[src/design/tls_pkg.sv]
// ----------------------------------------------------------------------------
// tls_pkg
// Types, codes and constants shared by the traffic light sequencer files.
// ----------------------------------------------------------------------------
package tls_pkg;

  localparam int unsigned TickW   = 16;
  localparam int unsigned SecsW   = 3;
  localparam int unsigned PhaseW  = 2;
  localparam int unsigned CfgIdxW = 8;
  localparam int unsigned CfgDatW = 16;

  // phase codes
  localparam logic [PhaseW-1:0] PhGreen   = 2'd0;
  localparam logic [PhaseW-1:0] PhYellow  = 2'd1;
  localparam logic [PhaseW-1:0] PhRed     = 2'd2;
  localparam logic [PhaseW-1:0] PhStopped = 2'd3;

  // item kinds on the command field
  localparam logic CmdTick = 1'b0;
  localparam logic CmdByte = 1'b1;

  // received command bytes (ASCII)
  localparam logic [7:0] ByteStart   = 8'h49; // 'I'
  localparam logic [7:0] ByteStop    = 8'h50; // 'P'
  localparam logic [7:0] ByteLonger  = 8'h2B; // '+'
  localparam logic [7:0] ByteShorter = 8'h2D; // '-'

  // register indexes
  localparam logic [CfgIdxW-1:0] RegTicksPerSecond = 8'd0;
  localparam logic [CfgIdxW-1:0] RegYellowSeconds  = 8'd1;

  localparam logic [TickW-1:0] TpsReset       = 16'd15625;
  localparam logic [SecsW-1:0] YellowReset    = 3'd1;
  localparam logic [SecsW-1:0] GreenSecsReset = 3'd2;
  localparam logic [SecsW-1:0] RedSecsReset   = 3'd3;
  localparam logic [SecsW-1:0] MaxSecs        = 3'd4;
  localparam logic [SecsW-1:0] MinSecs        = 3'd1;

  typedef struct packed {
    logic       command;
    logic [7:0] rx_byte;
    logic       button_pressed;
  } in_item_t;

  typedef struct packed {
    logic             green_lamp;
    logic             yellow_lamp;
    logic             red_lamp;
    logic             running;
    logic [SecsW-1:0] green_duration;
    logic [SecsW-1:0] red_duration;
  } out_item_t;

  typedef struct packed {
    logic [CfgIdxW-1:0] index;
    logic [CfgDatW-1:0] data;
  } cfg_wr_t;

endpackage

[src/design/tls_if.sv]
// ----------------------------------------------------------------------------
// tls_if
// Valid/ready channels of the traffic light sequencer: items in, results
// out, configuration writes.
// ----------------------------------------------------------------------------
interface tls_in_if;
  logic              valid;
  logic              ready;
  tls_pkg::in_item_t data;
  modport source (output valid, output data, input ready);
  modport sink   (input valid, input data, output ready);
endinterface

interface tls_out_if;
  logic               valid;
  logic               ready;
  tls_pkg::out_item_t data;
  modport source (output valid, output data, input ready);
  modport sink   (input valid, input data, output ready);
endinterface

interface tls_cfg_if;
  logic             valid;
  logic             ready;
  tls_pkg::cfg_wr_t data;
  modport source (output valid, output data, input ready);
  modport sink   (input valid, input data, output ready);
endinterface

[src/design/traffic_light_sequencer.sv]
// ----------------------------------------------------------------------------
// traffic_light_sequencer
// Traffic light sequencer stepped by timer ticks and received command bytes.
// ----------------------------------------------------------------------------
//
//  channel   dir  handshake        payload
//  item_in   in   valid / ready    command, rx_byte, button_pressed
//  item_out  out  valid / ready    lamps, running, green/red durations
//  cfg_wr    in   valid / ready    index (0 ticks/s, 1 yellow s), data
//
//  One item per clock sustained while results are taken. An accepted item
//  waits in the input register; when the output is free, the state updates
//  and the result register loads, ready for the sink to take.
//  Reset leaves the lights stopped, lamps off, green 2 s, red 3 s.
//  A stalled output holds its result; the input register still takes one
//  more item, then ready drops until the result is taken.
//  cfg_wr is always ready.
// ----------------------------------------------------------------------------
module traffic_light_sequencer (
  input  logic       clk_i,
  input  logic       rst_ni,
  tls_in_if.sink     item_in,
  tls_out_if.source  item_out,
  tls_cfg_if.sink    cfg_wr
);

  logic               in_valid;
  tls_pkg::in_item_t  in_item;
  logic               out_free;
  logic               step;
  tls_pkg::out_item_t result;

  // state advances only when the result register can take the outcome
  assign step = in_valid && out_free;

  tls_in_stage u_in_stage (
    .clk_i   (clk_i),
    .rst_ni  (rst_ni),
    .in_s    (item_in),
    .take_i  (step),
    .valid_o (in_valid),
    .item_o  (in_item)
  );

  tls_core u_core (
    .clk_i  (clk_i),
    .rst_ni (rst_ni),
    .cfg_s  (cfg_wr),
    .step_i (step),
    .item_i (in_item),
    .res_o  (result)
  );

  tls_out_stage u_out_stage (
    .clk_i  (clk_i),
    .rst_ni (rst_ni),
    .load_i (step),
    .item_i (result),
    .free_o (out_free),
    .out_m  (item_out)
  );

  // one lamp lit exactly when running
  a_lamps: assert property (@(posedge clk_i) disable iff (!rst_ni)
    item_out.valid |-> ($countones({item_out.data.green_lamp,
                                    item_out.data.yellow_lamp,
                                    item_out.data.red_lamp}) ==
                        (item_out.data.running ? 1 : 0)))
    else $error("lamp drive does not match running flag");

  // durations stay within one to four seconds
  a_durations: assert property (@(posedge clk_i) disable iff (!rst_ni)
    item_out.valid |-> (item_out.data.green_duration >= tls_pkg::MinSecs &&
                        item_out.data.green_duration <= tls_pkg::MaxSecs &&
                        item_out.data.red_duration >= tls_pkg::MinSecs &&
                        item_out.data.red_duration <= tls_pkg::MaxSecs))
    else $error("duration out of range");

  // a held item with a free output becomes a result next cycle
  a_progress: assert property (@(posedge clk_i) disable iff (!rst_ni)
    (in_valid && !item_out.valid) |=> item_out.valid)
    else $error("held item not passed to result register");

  // input never accepts while both registers are full and the output stalls
  a_backpressure: assert property (@(posedge clk_i) disable iff (!rst_ni)
    (in_valid && item_out.valid && !item_out.ready) |-> !item_in.ready)
    else $error("input ready while pipeline is full");

endmodule

[src/design/tls_in_stage.sv]
// ----------------------------------------------------------------------------
// tls_in_stage
// Input register: holds one accepted item until the core takes it.
// ----------------------------------------------------------------------------
module tls_in_stage (
  input  logic              clk_i,
  input  logic              rst_ni,
  tls_in_if.sink            in_s,
  input  logic              take_i,
  output logic              valid_o,
  output tls_pkg::in_item_t item_o
);

  logic              valid_q, valid_d;
  tls_pkg::in_item_t item_q;
  logic              accept;

  assign in_s.ready = !valid_q || take_i;
  assign accept     = in_s.valid && in_s.ready;

  always_comb begin
    valid_d = valid_q;
    if (accept) begin
      valid_d = 1'b1;
    end else if (take_i) begin
      valid_d = 1'b0;
    end
  end

  always_ff @(posedge clk_i or negedge rst_ni) begin
    if (!rst_ni) begin
      valid_q <= 1'b0;
    end else begin
      valid_q <= valid_d;
    end
  end

  always_ff @(posedge clk_i) begin
    if (accept) begin
      item_q <= in_s.data;
    end
  end

  assign valid_o = valid_q;
  assign item_o  = item_q;

endmodule

[src/design/tls_core.sv]
// ----------------------------------------------------------------------------
// tls_core
// Configuration registers, sequencer state and its one-step update.
// ----------------------------------------------------------------------------
module tls_core (
  input  logic               clk_i,
  input  logic               rst_ni,
  tls_cfg_if.sink            cfg_s,
  input  logic               step_i,
  input  tls_pkg::in_item_t  item_i,
  output tls_pkg::out_item_t res_o
);

  logic [tls_pkg::TickW-1:0]  tps_q;
  logic [tls_pkg::SecsW-1:0]  yellow_q;
  logic [tls_pkg::PhaseW-1:0] phase_q, phase_d;
  logic [tls_pkg::SecsW-1:0]  secs_left_q, secs_left_d;
  logic [tls_pkg::TickW-1:0]  tick_q, tick_d;
  logic [tls_pkg::SecsW-1:0]  green_q, green_d;
  logic [tls_pkg::SecsW-1:0]  red_q, red_d;

  logic [tls_pkg::TickW-1:0]  limit;
  logic [tls_pkg::TickW-1:0]  tick_inc;
  logic [tls_pkg::SecsW-1:0]  yellow_len;
  logic [tls_pkg::SecsW-1:0]  secs_dec;
  logic [tls_pkg::PhaseW-1:0] next_phase;
  logic                       enter;

  assign cfg_s.ready = 1'b1;

  always_ff @(posedge clk_i or negedge rst_ni) begin
    if (!rst_ni) begin
      tps_q    <= tls_pkg::TpsReset;
      yellow_q <= tls_pkg::YellowReset;
    end else if (cfg_s.valid) begin
      if (cfg_s.data.index == tls_pkg::RegTicksPerSecond) begin
        tps_q <= cfg_s.data.data;
      end else if (cfg_s.data.index == tls_pkg::RegYellowSeconds) begin
        yellow_q <= cfg_s.data.data[tls_pkg::SecsW-1:0];
      end
    end
  end

  assign limit      = (tps_q == '0) ? tls_pkg::TickW'(1) : tps_q;
  assign tick_inc   = tick_q + tls_pkg::TickW'(1);
  assign yellow_len = (yellow_q == '0) ? tls_pkg::MinSecs :
                      (yellow_q > tls_pkg::MaxSecs) ? tls_pkg::MaxSecs : yellow_q;
  assign secs_dec   = (secs_left_q != '0) ? secs_left_q - tls_pkg::SecsW'(1) : '0;

  always_comb begin
    phase_d     = phase_q;
    secs_left_d = secs_left_q;
    tick_d      = tick_q;
    green_d     = green_q;
    red_d       = red_q;
    next_phase  = phase_q;
    enter       = 1'b0;
    if (item_i.command == tls_pkg::CmdByte) begin
      case (item_i.rx_byte)
        tls_pkg::ByteStart: begin
          next_phase = tls_pkg::PhGreen;
          enter      = 1'b1;
        end
        tls_pkg::ByteStop: begin
          next_phase = tls_pkg::PhStopped;
          enter      = 1'b1;
        end
        tls_pkg::ByteLonger: begin
          if (phase_q == tls_pkg::PhStopped) begin
            if (green_q < tls_pkg::MaxSecs) green_d = green_q + tls_pkg::SecsW'(1);
            if (red_q < tls_pkg::MaxSecs)   red_d   = red_q + tls_pkg::SecsW'(1);
          end
        end
        tls_pkg::ByteShorter: begin
          if (phase_q == tls_pkg::PhStopped &&
              green_q > tls_pkg::MinSecs && red_q > tls_pkg::MinSecs) begin
            green_d = green_q - tls_pkg::SecsW'(1);
            red_d   = red_q - tls_pkg::SecsW'(1);
          end
        end
        default: ;
      endcase
    end else if (phase_q != tls_pkg::PhStopped) begin
      if (phase_q == tls_pkg::PhGreen && item_i.button_pressed) begin
        next_phase = tls_pkg::PhYellow;
        enter      = 1'b1;
      end else if (tick_inc < limit) begin
        tick_d = tick_inc;
      end else begin
        // second boundary
        tick_d      = '0;
        secs_left_d = secs_dec;
        if (secs_dec == '0) begin
          enter = 1'b1;
          unique case (phase_q)
            tls_pkg::PhGreen:  next_phase = tls_pkg::PhYellow;
            tls_pkg::PhYellow: next_phase = tls_pkg::PhRed;
            default:           next_phase = tls_pkg::PhGreen;
          endcase
        end
      end
    end
    if (enter) begin
      phase_d = next_phase;
      tick_d  = '0;
      unique case (next_phase)
        tls_pkg::PhGreen:  secs_left_d = green_q;
        tls_pkg::PhYellow: secs_left_d = yellow_len;
        tls_pkg::PhRed:    secs_left_d = red_q;
        default:           secs_left_d = '0;
      endcase
    end
  end

  always_ff @(posedge clk_i or negedge rst_ni) begin
    if (!rst_ni) begin
      phase_q     <= tls_pkg::PhStopped;
      secs_left_q <= '0;
      tick_q      <= '0;
      green_q     <= tls_pkg::GreenSecsReset;
      red_q       <= tls_pkg::RedSecsReset;
    end else if (step_i) begin
      phase_q     <= phase_d;
      secs_left_q <= secs_left_d;
      tick_q      <= tick_d;
      green_q     <= green_d;
      red_q       <= red_d;
    end
  end

  assign res_o.green_lamp     = (phase_d == tls_pkg::PhGreen);
  assign res_o.yellow_lamp    = (phase_d == tls_pkg::PhYellow);
  assign res_o.red_lamp       = (phase_d == tls_pkg::PhRed);
  assign res_o.running        = (phase_d != tls_pkg::PhStopped);
  assign res_o.green_duration = green_d;
  assign res_o.red_duration   = red_d;

endmodule

[src/design/tls_out_stage.sv]
// ----------------------------------------------------------------------------
// tls_out_stage
// Result register: holds one result until the sink takes it.
// ----------------------------------------------------------------------------
module tls_out_stage (
  input  logic               clk_i,
  input  logic               rst_ni,
  input  logic               load_i,
  input  tls_pkg::out_item_t item_i,
  output logic               free_o,
  tls_out_if.source          out_m
);

  logic               valid_q, valid_d;
  tls_pkg::out_item_t item_q;

  assign free_o = !valid_q || out_m.ready;

  always_comb begin
    valid_d = valid_q;
    if (load_i) begin
      valid_d = 1'b1;
    end else if (out_m.ready) begin
      valid_d = 1'b0;
    end
  end

  always_ff @(posedge clk_i or negedge rst_ni) begin
    if (!rst_ni) begin
      valid_q <= 1'b0;
    end else begin
      valid_q <= valid_d;
    end
  end

  always_ff @(posedge clk_i) begin
    if (load_i) begin
      item_q <= item_i;
    end
  end

  assign out_m.valid = valid_q;
  assign out_m.data  = item_q;

endmodule
[src/flat_wrapper.sv]
// flat-port wrapper written by rule: the top's interface ports become plain ports
module traffic_light_sequencer_flat 
  (clk_i, rst_ni, item_in_valid, item_in_data, item_in_ready, item_out_valid, item_out_data, item_out_ready, cfg_wr_valid, cfg_wr_data, cfg_wr_ready);
  tls_in_if item_in_i ();
  tls_out_if item_out_i ();
  tls_cfg_if cfg_wr_i ();
  input  logic clk_i;
  input  logic rst_ni;
  input wire logic [$bits(item_in_i.valid)-1:0] item_in_valid;
  input wire logic [$bits(item_in_i.data)-1:0] item_in_data;
  output wire logic [$bits(item_in_i.ready)-1:0] item_in_ready;
  output wire logic [$bits(item_out_i.valid)-1:0] item_out_valid;
  output wire logic [$bits(item_out_i.data)-1:0] item_out_data;
  input wire logic [$bits(item_out_i.ready)-1:0] item_out_ready;
  input wire logic [$bits(cfg_wr_i.valid)-1:0] cfg_wr_valid;
  input wire logic [$bits(cfg_wr_i.data)-1:0] cfg_wr_data;
  output wire logic [$bits(cfg_wr_i.ready)-1:0] cfg_wr_ready;
  assign item_in_i.valid = item_in_valid;
  assign item_in_i.data = item_in_data;
  assign item_in_ready = item_in_i.ready;
  assign item_out_valid = item_out_i.valid;
  assign item_out_data = item_out_i.data;
  assign item_out_i.ready = item_out_ready;
  assign cfg_wr_i.valid = cfg_wr_valid;
  assign cfg_wr_i.data = cfg_wr_data;
  assign cfg_wr_ready = cfg_wr_i.ready;
  traffic_light_sequencer u_core (.clk_i(clk_i), .rst_ni(rst_ni), .item_in(item_in_i), .item_out(item_out_i), .cfg_wr(cfg_wr_i));
endmodule
[config.mk]
export PLATFORM = sky130hd
export DESIGN_NAME = traffic_light_sequencer_flat
export DESIGN_NICKNAME = d
export VERILOG_FILES = /design/src/design/tls_pkg.sv /design/src/design/tls_if.sv /design/src/design/traffic_light_sequencer.sv /design/src/design/tls_in_stage.sv /design/src/design/tls_core.sv /design/src/design/tls_out_stage.sv /design/src/flat_wrapper.sv
export SDC_FILE = /design/constraint.sdc
export NUM_CORES = 1
export LEC_CHECK = 0
export BUFFER_PORTS_ARGS = -buffer_cell sky130_fd_sc_hd__buf_2
export CELL_PAD_IN_SITES_DETAIL_PLACEMENT = 1
export CELL_PAD_IN_SITES_GLOBAL_PLACEMENT = 2
export CORE_MARGIN = 10
export CORE_UTILIZATION = 40
export CTS_BUF_LIST = sky130_fd_sc_hd__clkbuf_2 sky130_fd_sc_hd__clkbuf_4 sky130_fd_sc_hd__clkbuf_8
export DETAILED_ROUTE_END_ITERATION = 10
export PLACE_DENSITY = 0.85
export SKIP_CTS_REPAIR_TIMING = 1
export SLEW_MARGIN = 15
export SYNTH_ARGS = -nofsm -noshare
export SYNTH_HDL_FRONTEND = slang
export SYNTH_SLANG_ARGS = --single-unit
[constraint.sdc]
create_clock -name clk_i -period 7.2 [get_ports clk_i]
set_input_delay 0.72 -clock clk_i [delete_from_list [all_inputs] [get_ports clk_i]]
set_output_delay 0.72 -clock clk_i [all_outputs]
set_load 0.01 [all_outputs]
# Word-level counts from Yosys, hierarchy flattened

Index checks and enable logic that the tools add are counted.

$add $sub $neg: 6
Order comparisons: 6
Eq/ne operators: 16
Muxes and demuxes: 43
Bitwise operators: 1
Reductions and logical operators: 25

Operators with widths:

| cell                  | count |
|---|---|
| $mux 16               | 6 |
| $mux 3                | 16 |
| $add 16x1->16 const B | 1 |
| $eq 8x6->1 const B    | 2 |
| $eq 8x7->1 const B    | 2 |
| $logic_not 16->1      | 1 |
| $lt 16x16->1          | 1 |
| $mux 2                | 6 |
| $pmux 3 s2            | 2 |
| $mux 1                | 10 |
| $ne 2x2->1 const B    | 5 |
| $pmux 3 s3            | 1 |
| $sub 3x1->3 const B   | 3 |
| $eq 8x1->1 const B    | 1 |
| $logic_not 8->1       | 1 |
| $pmux 2 s2            | 2 |
| $add 3x1->3 const B   | 2 |
| $eq 2x1->1 const B    | 3 |
| $eq 2x2->1 const B    | 3 |
| $gt 3x1->1 const B    | 2 |
| $logic_not 2->1       | 3 |
| $logic_not 3->1       | 2 |
| $lt 3x3->1 const B    | 2 |
| $reduce_bool 2->1     | 3 |
| 11 further kinds      | 17 |

Register bits: 68
Output and inout port bits: 13

# Depth between registers and ports, before layout

Gate-level depths: netlist (run 1).

Depth after elaboration: 11
Mapped depth: 18

# Cells and area by module

A second synthesis (run 1) with hierarchy kept.

Cells, all modules: 410
Area total of the unflattened synthesis: 3960.0 µm²

Modules (own cells, without submodules):

| module                  | instances | cells each | area an instance (µm²) |
|---|---|---|---|
| tls_core                | 1         | 382        | 3251.9 |
| tls_in_stage            | 1         | 14         | 354.1 |
| tls_out_stage           | 1         | 13         | 347.8 |
| traffic_light_sequencer | 1         | 1          | 6.3 |

# Worst setup path after synthesis (run 1)

No wires, ideal clock.

Path type: register to register
From: reg u_core.u_core.tick_q[2] (netlist name)
To: reg u_core.u_core.secs_left_q[1] (netlist name)
Setup time: 86 ps
Data arrival time: 3560 ps
Data required time: 7114 ps
Path slack: 3555 ps
Cell stages (with the launch flop): 18
Buffers on the path: 1
Clock period less this slack: 3645 ps
Cell sequence: dfrtp_1 > nand2_1 > nor2_1 > and3_1 > and3_1 > nand3_1 > nor2_1 > xnor2_1 > inv_1 > ha_1 > and4_2 > a211oi_2 > nor2_1 > or4_4 > and3_4 > buf_6 > a21o_1 > a32oi_1

Longest elaborated chain between the ends: 9
Elaborated cells on any way between the ends: 20

RTL lines:

| what                               | line            | RTL |
|---|---|---|
| start, declared                    | tls_core.sv:18  | `logic [tls_pkg::TickW-1:0] tick_q, tick_d;` |
| start signal, assigned             | tls_core.sv:125 | `tick_q <= tick_d;` |
| $add 16x1->16 (*)                  | tls_core.sv:45  | `assign tick_inc = tick_q + tls_pkg::TickW'(1);` |
| $lt 16x16->1 (*)                   | tls_core.sv:87  | `end else if (tick_inc < limit) begin` |
| $mux 2                             | tls_core.sv:87  |  |
| $mux 2                             | tls_core.sv:84  | `if (phase_q == tls_pkg::PhGreen && item_i.button_pressed) begin` |
| $mux 2                             | tls_core.sv:83  | `end else if (phase_q != tls_pkg::PhStopped) begin` |
| $mux 2                             | tls_core.sv:58  | `if (item_i.command == tls_pkg::CmdByte) begin` |
| $eq 2x2->1 (tied with other cells) | tls_core.sv:106 | `unique case (next_phase)` |
| $pmux 3 s3                         | tls_core.sv:106 |  |
| $mux 3                             | tls_core.sv:103 | `if (enter) begin` |
| end signal, assigned               | tls_core.sv:124 | `secs_left_q <= secs_left_d;` |
| end, declared                      | tls_core.sv:17  | `logic [tls_pkg::SecsW-1:0] secs_left_q, secs_left_d;` |

Every way passes the cells marked *; elsewhere a longest branch is shown, timed or not.
A chain may end at the register's enable or synchronous reset.

# Worst setup path after layout (run 1)

From: reg u_core.u_core.tick_q[0] (netlist name)
To: reg u_core.u_core.secs_left_q[0] (netlist name)

Same word-level chain as after synthesis.

==> results of run 1 <==
[placed cells by master (no fill, tap or decap), types with 13 or more instances in the layout]
master and instances:
a21oi_1 18, buf_2 50, dfrtp_1 35, dfstp_2 13, edfxtp_1 20, ha_1 23
inv_1 25, nand2_1 73, nand3_1 15, nor2_1 27, o21ai_0 52
[routing by layer]
| metal | wire length [um] | up-vias |
|---|---|---|
| met2 | 4900 | 85 |
| met4 | 175 | 0 |
| met1 | 5610 | 1686 |
| met5 | 0 | - |
| li1 | - | 1712 |
| met3 | 489 | 10 |
[flip-flops by register name, indices dropped and copies added (netlist names), 2 cells and up]
register	flops
u_core.u_core.secs_left_q	3
u_core.u_core.green_q	3
u_core.u_core.phase_q	2
u_core.u_in_stage.item_o	10
u_core.u_out_stage.out_m.data	10
u_core.u_core.red_q	3
u_core.u_core.yellow_q	3
u_core.u_core.tps_q	16
u_core.u_core.tick_q	16
[kinds of logic after synthesis]
kind of cell | after synthesis
simple gates | 169
compound gates | 123
flops | 68
buf+inv | 43
fa+ha+maj | 23
xor+xnor | 16
mux | 10
other cells | 1
[final cells by class]
cell class | count | area [um^2]
clock buffer | 9 | 124
clock inverter | 7 | 115
fill | 1243 | 5500
inverter | 26 | 97.6
multi-input combinational | 342 | 2180
sequential | 68 | 1820
tap | 136 | 170
timing repair buffer | 52 | 265
[worst min-delay path by stage]
stage | start | end | cells past startpoint
4_1_cts | rst_ni | u_core.u_core.tick_q[5] | 2
5_1_grt | item_in_data[2] | u_core.u_in_stage.item_o[2] | 1
3_5_place_dp | u_core.u_in_stage.valid_o | u_core.u_out_stage.out_m.valid | 1
3_3_place_gp | u_core.u_in_stage.valid_o | u_core.u_out_stage.out_m.valid | 1
6_report | rst_ni | u_core.u_core.tps_q[15] | 2
2_1_floorplan | rst_ni | u_core.u_core.green_q[0] | 0
[worst register-to-register path, delay by kind of cell, from the launching register on]
family,cells,cell delay (ns)
buffers and inverters,1,0.07
and+or+nand+nor,10,2.42
DFF,1,0.45
adders and majority gates,1,0.30
xor gates and xnor gates,1,0.15
AOI/OAI and AO/OA,3,0.78
[report_power, final]
group          internal, uW  total (uW)  switching, uW
clock network           229         386            158
registers               463         517           54.4
logic                   116         288            172
[through the flow]
step | worst slack, ns | util | hold WS [ns]
floorplan | 3.55 | - | 0.424
CTS | 2.96 | 0.464 | 0.490
global placement | 3.18 | 0.441 | 0.481
finish | 2.92 | 0.464 | 0.479
global route | 2.62 | 0.464 | 0.524
detailed placement | 2.99 | 0.441 | 0.499
==> flow_metrics.tcl, run 1 <==
set metrics [dict create \
    status "finished clean" \
    crit_path_cell_trace "nand3_1 > nor2_1 > and3_1 > and3_1 > nand3_1 > nor2_1 > xnor2_1 > inv_1 > ha_1 > and4_2 > a211oi_2 > nor2_1 > or4_4 > nand3_1 > o21ai_0 > a211oi_1" \
    worstPathArrival_ns 4.53 \
    grt_max_degree 49 \
    yosysMostFrequentCell "nand2_1" \
    worst-path-stages 16 \
    grt_first_pass_wirelength_mm 18.6 \
    viasPerCell 5.46 \
    grt_overflow 0 \
    leakagePower_uw 0.00208 \
    fmax_mhz 234 \
    cts_htree_levels 3 \
    required_ns 7.46 \
    diodes 0 \
    area_growth_pct 14.0 \
    synthTopCellsByArea "dfrtp_1, edfxtp_1, dfstp_2, ha_1, nand2_1" \
    clk_path_buf_depth 2 \
    dpl_cell_area_um2 4530 \
    die_x_um 122 \
    synthFlopType "dfrtp_1" \
    synthArstFlopShare 0.706 \
    start_util 0.407 \
    cp_top_family "simple AND/OR/NAND/NOR gates" \
    synth_top_family_by_area "simple AND/OR/NAND/NOR gates" \
    endpoint "u_core.u_core.secs_left_q[0]" \
    ir_drop_mv 0.123 \
    io_buffers 50 \
    synth_common_cells "nand2_1, o21ai_0, dfrtp_1" \
    std_cell_rows 37 \
    synth_cells 453 \
    startpoint_type "flip-flop" \
    yosys.area_share.simple 0.205 \
    route.detailed.wl_per_inst_um 17.5 \
    antenna_found_initial 0 \
    synth_edf_count 20 \
    numClockSinks 68 \
    path_class "reg2reg" \
    num_vias 3493 \
    syn_area_um2 4190 \
    yosysWarnings 0 \
    synth_cell_types 69 \
    dp_hpwl_mm 8.54 \
    grt_busiest_layer "met2" \
    yosysTopAreaCellShare 0.209 \
    slowest_delay_ns 0.52 \
    firstDrtPassIters 4 \
    finalHoldViolations 0 \
    slowest_stage "or4_4" \
    antenna_left 0 \
    ff2ff_path_depth 16 \
    min_period_ns 4.28 \
    met1_usage 0.216 \
    crit_path_max_fanout 6 \
    worst_setup_path_end_kind "flip-flop" \
    maxSlewHeadroom 0.368 \
    root_buffer "clkbuf_8" \
    clock_skew_ns 0.0116 \
    reg2reg_to "u_core.u_core.secs_left_q[0]" \
    synth-seq-cells 68 \
    dieArea_um2 15000 \
    worst_slew_pin_slew_ns 0.947 \
    layout-drive-gt1-share 0.220 \
    tns_ns 0 \
    grt_usage 0.154 \
    nets 561 \
    gp_congestion 0.852 \
    grt_use_met3 0.0257 \
    clk_pin_slew_ns 0.08 \
    syn_area_per_cell_um2 9.24 \
    design_area_um2 4770 \
    finalCritPeriodShare 0.594 \
    cap_violations 0 \
    setup_viol 0 \
    synthAdderAreaFrac 0.0687 \
    seq_area_frac_synth 0.434 \
    synth_nets 515 \
    clock_latency_ns 0.35 \
    power.density_nw_per_um2 250 \
    critical_path.startpoint "u_core.u_core.tick_q[0]" \
    ios 52 \
    synth_compound_area_frac 0.186 \
    grt_util_met2 0.233 \
    fp.coreArea_um2 10300 \
    hp-class "in2async" \
    synth_top_cell_by_area "dfrtp_1" \
    drt_iter0_drc 195 \
    grt_pass1_vias 3716 \
    synthXorXnorAreaFrac 0.0335 \
    placedCellCount 624 \
    crit_buf_inv 1 \
    stdcell_count 640 \
    drc_errors 0 \
    finalPower_uw 1190 \
    cts_buffers 9 \
    slew_violations 0 \
    r2r_slack_ns 2.92 \
    fp.dieH_um 122 \
    cts_tree "yes" \
    wirelength_mm 11.2 \
    synth_mux_area_frac 0.0269 \
    rsz0062_at_grt "no" \
    timing.rr.start "u_core.u_core.tick_q[0]" \
]
No activity file was read; power rests on OpenSTA's default activity.
==> run 2, diff against run 1 <==
ABC_AREA = 1   (was not set)
CORE_UTILIZATION = 32   (was 40)
PLACE_DENSITY = 0.76   (was 0.85)
clock period = 3.4 ns   (was 7.2 ns; I/O delays follow)
==> run 2 against run 1 <==
Total power rose to 2.6 times the previous value. Critical endpoint is now u_core.u_core.secs_left_q[1]. Highest routed layer unchanged. Clock skew down 0.0050 ns. Utilization is 3.6 points lower. Routed wire length is 0.46% lower. Combinational power grew to 4.0 times the previous value. The run now ends with negative setup slack left. Setup slack worse by 3.3 ns. Largest power group unchanged. Flip-flop and latch count unchanged. Die area rose by 15%. Critical path depth is 13 higher.
==> flow_metrics.tcl, run 2 <==
set metrics [dict create \
    worst_slew_pin_slew_ns 0.941 \
    io_buffers 50 \
    std_cell_rows 40 \
    synthArstFlopShare 0.706 \
    syn_area_per_cell_um2 8.00 \
    clkPwrFrac 0.256 \
    yosysTopAreaCellShare 0.221 \
    wirelength_mm 11.1 \
    power.density_nw_per_um2 611 \
    slowest_delay_ns 0.38 \
    route.detailed.wl_per_inst_um 14.7 \
    whs_path_depth 1 \
    synth_cells 495 \
    required_ns 3.68 \
    dp_worst_setup_slack_ns -0.352 \
    grt_pass1_vias 3697 \
    maxSlewHeadroom 0.371 \
    stdcell_count 759 \
    start_util 0.328 \
    synth_common_cells "nand2_1, inv_1, nor2_1" \
    finalHoldViolations 0 \
    setup_viol 25 \
    cts_htree_levels 3 \
    clk_path_buf_depth 2 \
    clk_pin_slew_ns 0.08 \
    grt_max_degree 33 \
    dp_hpwl_mm 8.39 \
    finalCritPeriodShare 1.11 \
    slew_violations 0 \
    grt_overflow 0 \
    p_comb_frac 0.367 \
    synth_top_cell_by_area "dfrtp_1" \
    min_period_ns 3.79 \
    power.switching_uw 1190 \
    num_vias 3513 \
    worstPathArrival_ns 4.07 \
    clock_latency_ns 0.36 \
    fp.coreArea_um2 12100 \
    ir_drop_mv 0.222 \
    synth_edf_count 20 \
    fmax_mhz 264 \
    grt_first_pass_wirelength_mm 18.0 \
    swShare 0.375 \
    path_class "reg2reg" \
    numClockSinks 68 \
    layout-drive-gt1-share 0.308 \
    synth-seq-cells 68 \
    slowest_stage "dfrtp_1" \
    crit_path_max_fanout 5 \
    drt_iter0_drc 160 \
    reg_top3 "u_core.u_core.tick_q x16, u_core.u_core.tps_q x16" \
    antenna_found_initial 0 \
    grt_usage 0.124 \
    finalPower_uw 3160 \
    synth_cell_types 34 \
    worst_setup_path_end_kind "flip-flop" \
    root_buffer "clkbuf_8" \
    viasPerCell 4.63 \
    yosysMostFrequentCell "nand2_1" \
    startpoint_type "flip-flop" \
    leakagePower_uw 0.00251 \
    die_x_um 131 \
    placedCellCount 730 \
    ios 52 \
    violations "negative setup slack" \
    layout_common_cells "inv_1, nand2_1, nor2_1" \
    synth_nets 557 \
    antenna_left 0 \
    nets 648 \
    synthTopCellsByArea "dfrtp_1, edfxtp_1, dfstp_2, nand2_1, inv_1" \
    rsz0062_at_grt "yes" \
    cap_violations 0 \
    final.setup.worst_slack_ns -0.388 \
    ff2ff_path_depth 29 \
    diodes 0 \
    hp-class "in2reg" \
    status "finished, violations left" \
    area_growth_pct 30.5 \
    dieArea_um2 17200 \
    syn_area_um2 3960 \
    seq_area_frac_synth 0.459 \
    yosysWarnings 0 \
    power.internal_uw 1970 \
    cts_buffers 9 \
    timing.hold.ws_ns 0.153 \
    gp_congestion 0.778 \
    path_common_cell "nand2_2" \
    regArea_um2 1820 \
    multi_input_area_um2 2040 \
    drc_errors 0 \
    cts_tree "yes" \
    firstDrtPassIters 4 \
    pwr-share-seq 0.377 \
    synthFlopType "dfrtp_1" \
    fp.dieH_um 131 \
    clock_skew_ns 0.00662 \
    n_fill_cell 1469 \
]
run 2: cell types whose count changed in the layout (fill, tap and decap cells not counted), moves of 8 or more:
cell	delta
nand2_2	+11
inv_1	+48
nor2_1	+27
buf_4	+32
nand3_1	+17
mux2_2	-10
nand2_4	+8
o21ai_0	-15
xnor2_1	-9
a21oi_1	+8
run 2: logic make-up (layout without fill, tap and decap cells):
| family | count (synthesis) | in the layout | synth area share |
|---|---|---|---|
| mux | 1 | 1 | 0.00253 |
| xor+xnor | 10 | 10 | 0.0221 |
| fa+ha+maj | 23 | 23 | 0.0726 |
| flops | 68 | 68 | 0.459 |
| buf+inv | 90 | 185 | 0.0891 |
| compound gates | 90 | 90 | 0.118 |
| simple gates | 212 | 213 | 0.235 |
| other cells | 1 | 1 | 0.000947 |
run 2: area by class of cell:
type / count / area share
Multi-Input combinational cell: 338 / 0.394
Sequential cell: 68 / 0.352
Clock buffer: 9 / 0.0240
Tap cell: 168 / 0.0406
Clock inverter: 7 / 0.0223
Inverter: 80 / 0.0590
Timing Repair Buffer: 89 / 0.108
run 2: power by group through the flow:
stage | logic [uW] | registers (uW) | clock network, uW
after global placement | 909 | 1190 | 0
after global routing | 1310 | 1220 | 867
after floorplan | 608 | 1160 | 0
after detailed placement | 967 | 1190 | 0
after CTS | 973 | 1180 | 832
final | 1160 | 1190 | 807
run 2: final timing paths:
path / startpoint / end / slack (ns)
worst max register to register: u_core.u_core.tick_q[0] / u_core.u_core.secs_left_q[1] / -0.39
max in group asynchronous: rst_ni / u_core.u_core.red_q[0] / 2.12
worst min register to register: u_core.u_core.yellow_q[1] / u_core.u_core.yellow_q[1] / 0.49
worst max-delay path: u_core.u_core.tick_q[0] / u_core.u_core.secs_left_q[1] / -0.39
worst min-delay path: item_in_data[4] / u_core.u_in_stage.item_o[4] / 0.15
min in group asynchronous: rst_ni / u_core.u_core.tps_q[7] / 0.47
run 2: critical path, delay by kind of cell, from the launching register on:
kind            cells  cell delay [ns]
flops               1             0.38
simple gates       20             2.18
fa+ha+maj           1             0.30
buf+inv             6             0.53
compound gates      1             0.14
xor+xnor            1             0.19
run 2: metal layers:
metal	global-route usage	routed length, um	vias up	part of all wire
li1	-	-	1792	-
met1	0.163	5660	1661	0.51
met2	0.193	4960	51	0.45
met3	0.0282	358	9	0.032
met4	0.0501	146	0	0.013
met5	0	0	-	0
run 2: stage by stage:
stage | instance area, um^2 | setup TNS, ns | util
2_1_floorplan | 3970 | 0 | -
3_3_place_gp | 4580 | -4.35 | 0.379
3_5_place_dp | 4580 | -6.46 | 0.379
4_1_cts | 4810 | -8.43 | 0.399
5_1_grt | 5170 | -14.37 | 0.429
6_report | 5170 | -7.23 | 0.429
==> run 3, diff against run 2 <==
ABC_AREA = not set   (was 1)
CORE_ASPECT_RATIO = 1.1   (was not set)
CORE_UTILIZATION = 34   (was 32)
PLACE_DENSITY = 0.77   (was 0.76)
==> run 3 against run 2 <==
The run still ends with negative setup slack left. Utilization is 2.3 points higher. Setup slack better by 0.36 ns. Total power is 20% lower. Critical path type unchanged. Critical endpoint unchanged. Largest cell class unchanged.
==> flow_metrics.tcl, run 3 (synthesis gave the netlist of run 1 again) <==
set metrics [dict create \
    status "finished, violations left" \
    violations "negative setup slack" \
    finalPower_uw 2540 \
    clk_path_buf_depth 2 \
    n_fill_cell 1390 \
    cts_tree "yes" \
    met1_usage 0.163 \
    slowest_stage "or4_4" \
    dieArea_um2 17200 \
    timing.rr.start "u_core.u_core.tick_q[3]" \
    grt_overflow 0 \
    path_common_cell "and3_4" \
    dpl_cell_area_um2 4850 \
    endpoint "u_core.u_core.secs_left_q[1]" \
    clock_latency_ns 0.36 \
    layout_commonest_cell "nand2_1" \
    min_period_ns 3.43 \
    finalHoldViolations 0 \
    grt_max_degree 34 \
    clock_skew_ns 0.0114 \
    grt_usage 0.146 \
    grt_util_met2 0.267 \
    hp-class "in2async" \
    maxSlewHeadroom 0.418 \
    wirelength_mm 12.6 \
    route.detailed.wl_per_inst_um 17.9 \
    std_cell_rows 42 \
    multi_input_area_um2 2490 \
    finalCritPeriodShare 1.01 \
    numClockSinks 68 \
    ios 52 \
    path_class "reg2reg" \
    viasPerCell 5.16 \
    reg2reg_to "u_core.u_core.secs_left_q[1]" \
    regArea_um2 1820 \
    power.density_nw_per_um2 467 \
    cap_violations 0 \
    die_x_um 126 \
    layout_common_cells "nand2_1, buf_2, o21ai_0" \
    leakagePower_uw 0.00232 \
    area_growth_pct 29.9 \
    antenna_left 0 \
    worst_setup_path_end_kind "flip-flop" \
    crit_path_max_fanout 5 \
    drt_iter0_drc 135 \
    worst_slew_pin_slew_ns 0.873 \
    num_vias 3630 \
    layout-drive-gt1-share 0.369 \
    firstDrtPassIters 4 \
    startpoint_type "flip-flop" \
    nets 607 \
    design_area_um2 5440 \
    crit_path_cell_trace "nand2_1 > nor2_4 > and3_4 > and3_4 > and3_4 > xor2_4 > ha_1 > and4_4 > a211oi_4 > nor2_2 > or4_4 > and4_2 > o21ai_1 > a32oi_1" \
    critical_path.startpoint "u_core.u_core.tick_q[3]" \
    rsz0062_at_grt "yes" \
    final.setup.worst_slack_ns -0.0265 \
    grt_busiest_layer "met2" \
    stdcell_count 704 \
    utilization 0.452 \
    start_util 0.348 \
    grt_pass1_vias 4045 \
    root_buffer "clkbuf_8" \
    ir_drop_mv 0.241 \
    worstPathArrival_ns 3.66 \
    slew_violations 0 \
    drc_errors 0 \
    setup_viol 3 \
    required_ns 3.64 \
    fmax_mhz 292 \
    clk_pin_slew_ns 0.08 \
    fp.coreArea_um2 12000 \
    ff2ff_path_depth 14 \
    grt_use_met3 0.0316 \
    io_buffers 50 \
    dp_hpwl_mm 9.63 \
    diodes 0 \
    cts_buffers 9 \
    cts_htree_levels 3 \
    antenna_found_initial 0 \
    grt_first_pass_wirelength_mm 20.5 \
    gp_congestion 0.814 \
    reg_top3 "u_core.u_core.tick_q x16, u_core.u_core.tps_q x16" \
    fp.dieH_um 136 \
    slowest_delay_ns 0.52 \
    r2r_slack_ns -0.03 \
    placedCellCount 674 \
]
[run 3: changes by cell type in the layout (fill, tap and decap cells not counted), moves of 6 or more]
cell	previous run	this run
a21oi_1	26	13
and3_4	0	6
buf_4	34	41
inv_1	73	24
mux2_2	0	10
nand2_2	11	1
nand2_4	8	0
nand3_1	32	10
nor2_1	54	20
o21ai_0	37	46
[run 3: layout make-up]
| cell class | instances | area share |
|---|---|---|
| multi-input cells | 342 | 0.458 |
| clock inverters | 6 | 0.0120 |
| flip-flops and latches | 68 | 0.334 |
| well taps | 154 | 0.0354 |
| repair buffers | 98 | 0.118 |
| inverters | 26 | 0.0180 |
| clock buffers | 10 | 0.0242 |
[run 3: how the worst min path moves through the flow]
stage,start,to,slack [ns],depth (start not counted)
5_1_grt,rst_ni,u_core.u_core.green_q[0],0.13,1
3_3_place_gp,u_core.u_in_stage.valid_o,u_core.u_out_stage.out_m.valid,0.47,1
6_report,rst_ni,u_core.u_core.green_q[2],0.09,1
2_1_floorplan,rst_ni,u_core.u_core.green_q[0],0.04,0
4_1_cts,rst_ni,u_core.u_core.green_q[2],0.11,1
3_5_place_dp,u_core.u_in_stage.valid_o,u_core.u_out_stage.out_m.valid,0.48,1
[run 3: metrics by stage]
stage	setup TNS [ns]	setup WS, ns	hold WS [ns]
2_1_floorplan	-0.0394	-0.0224	0.0444
3_3_place_gp	-0.453	-0.199	0.469
3_5_place_dp	-1.72	-0.300	0.485
4_1_cts	-2.16	-0.304	0.112
5_1_grt	-1.87	-0.219	0.130
6_report	-0.0660	-0.0265	0.0930
[run 3: report_power, final]
| group | total (uW) | internal, uW | switching (uW) |
|---|---|---|---|
| logic | 762 | 338 | 424 |
| registers | 1100 | 980 | 115 |
| clock network | 682 | 346 | 336 |
| total | 2540 | 1660 | 875 |
[run 3: routing by layer]
layer	part of all wire	wire length, um
met5	0	0
met2	0.54	6850
met1	0.41	5190
met3	0.033	411
met4	0.015	185
[run 3: critical path, delay by kind of cell (launching register included)]
| family | cells | cell delay [ns] |
|---|---|---|
| xor+xnor | 1 | 0.18 |
| flops | 1 | 0.40 |
| fa+ha+maj | 1 | 0.27 |
| simple gates | 9 | 1.91 |
| compound gates | 3 | 0.52 |
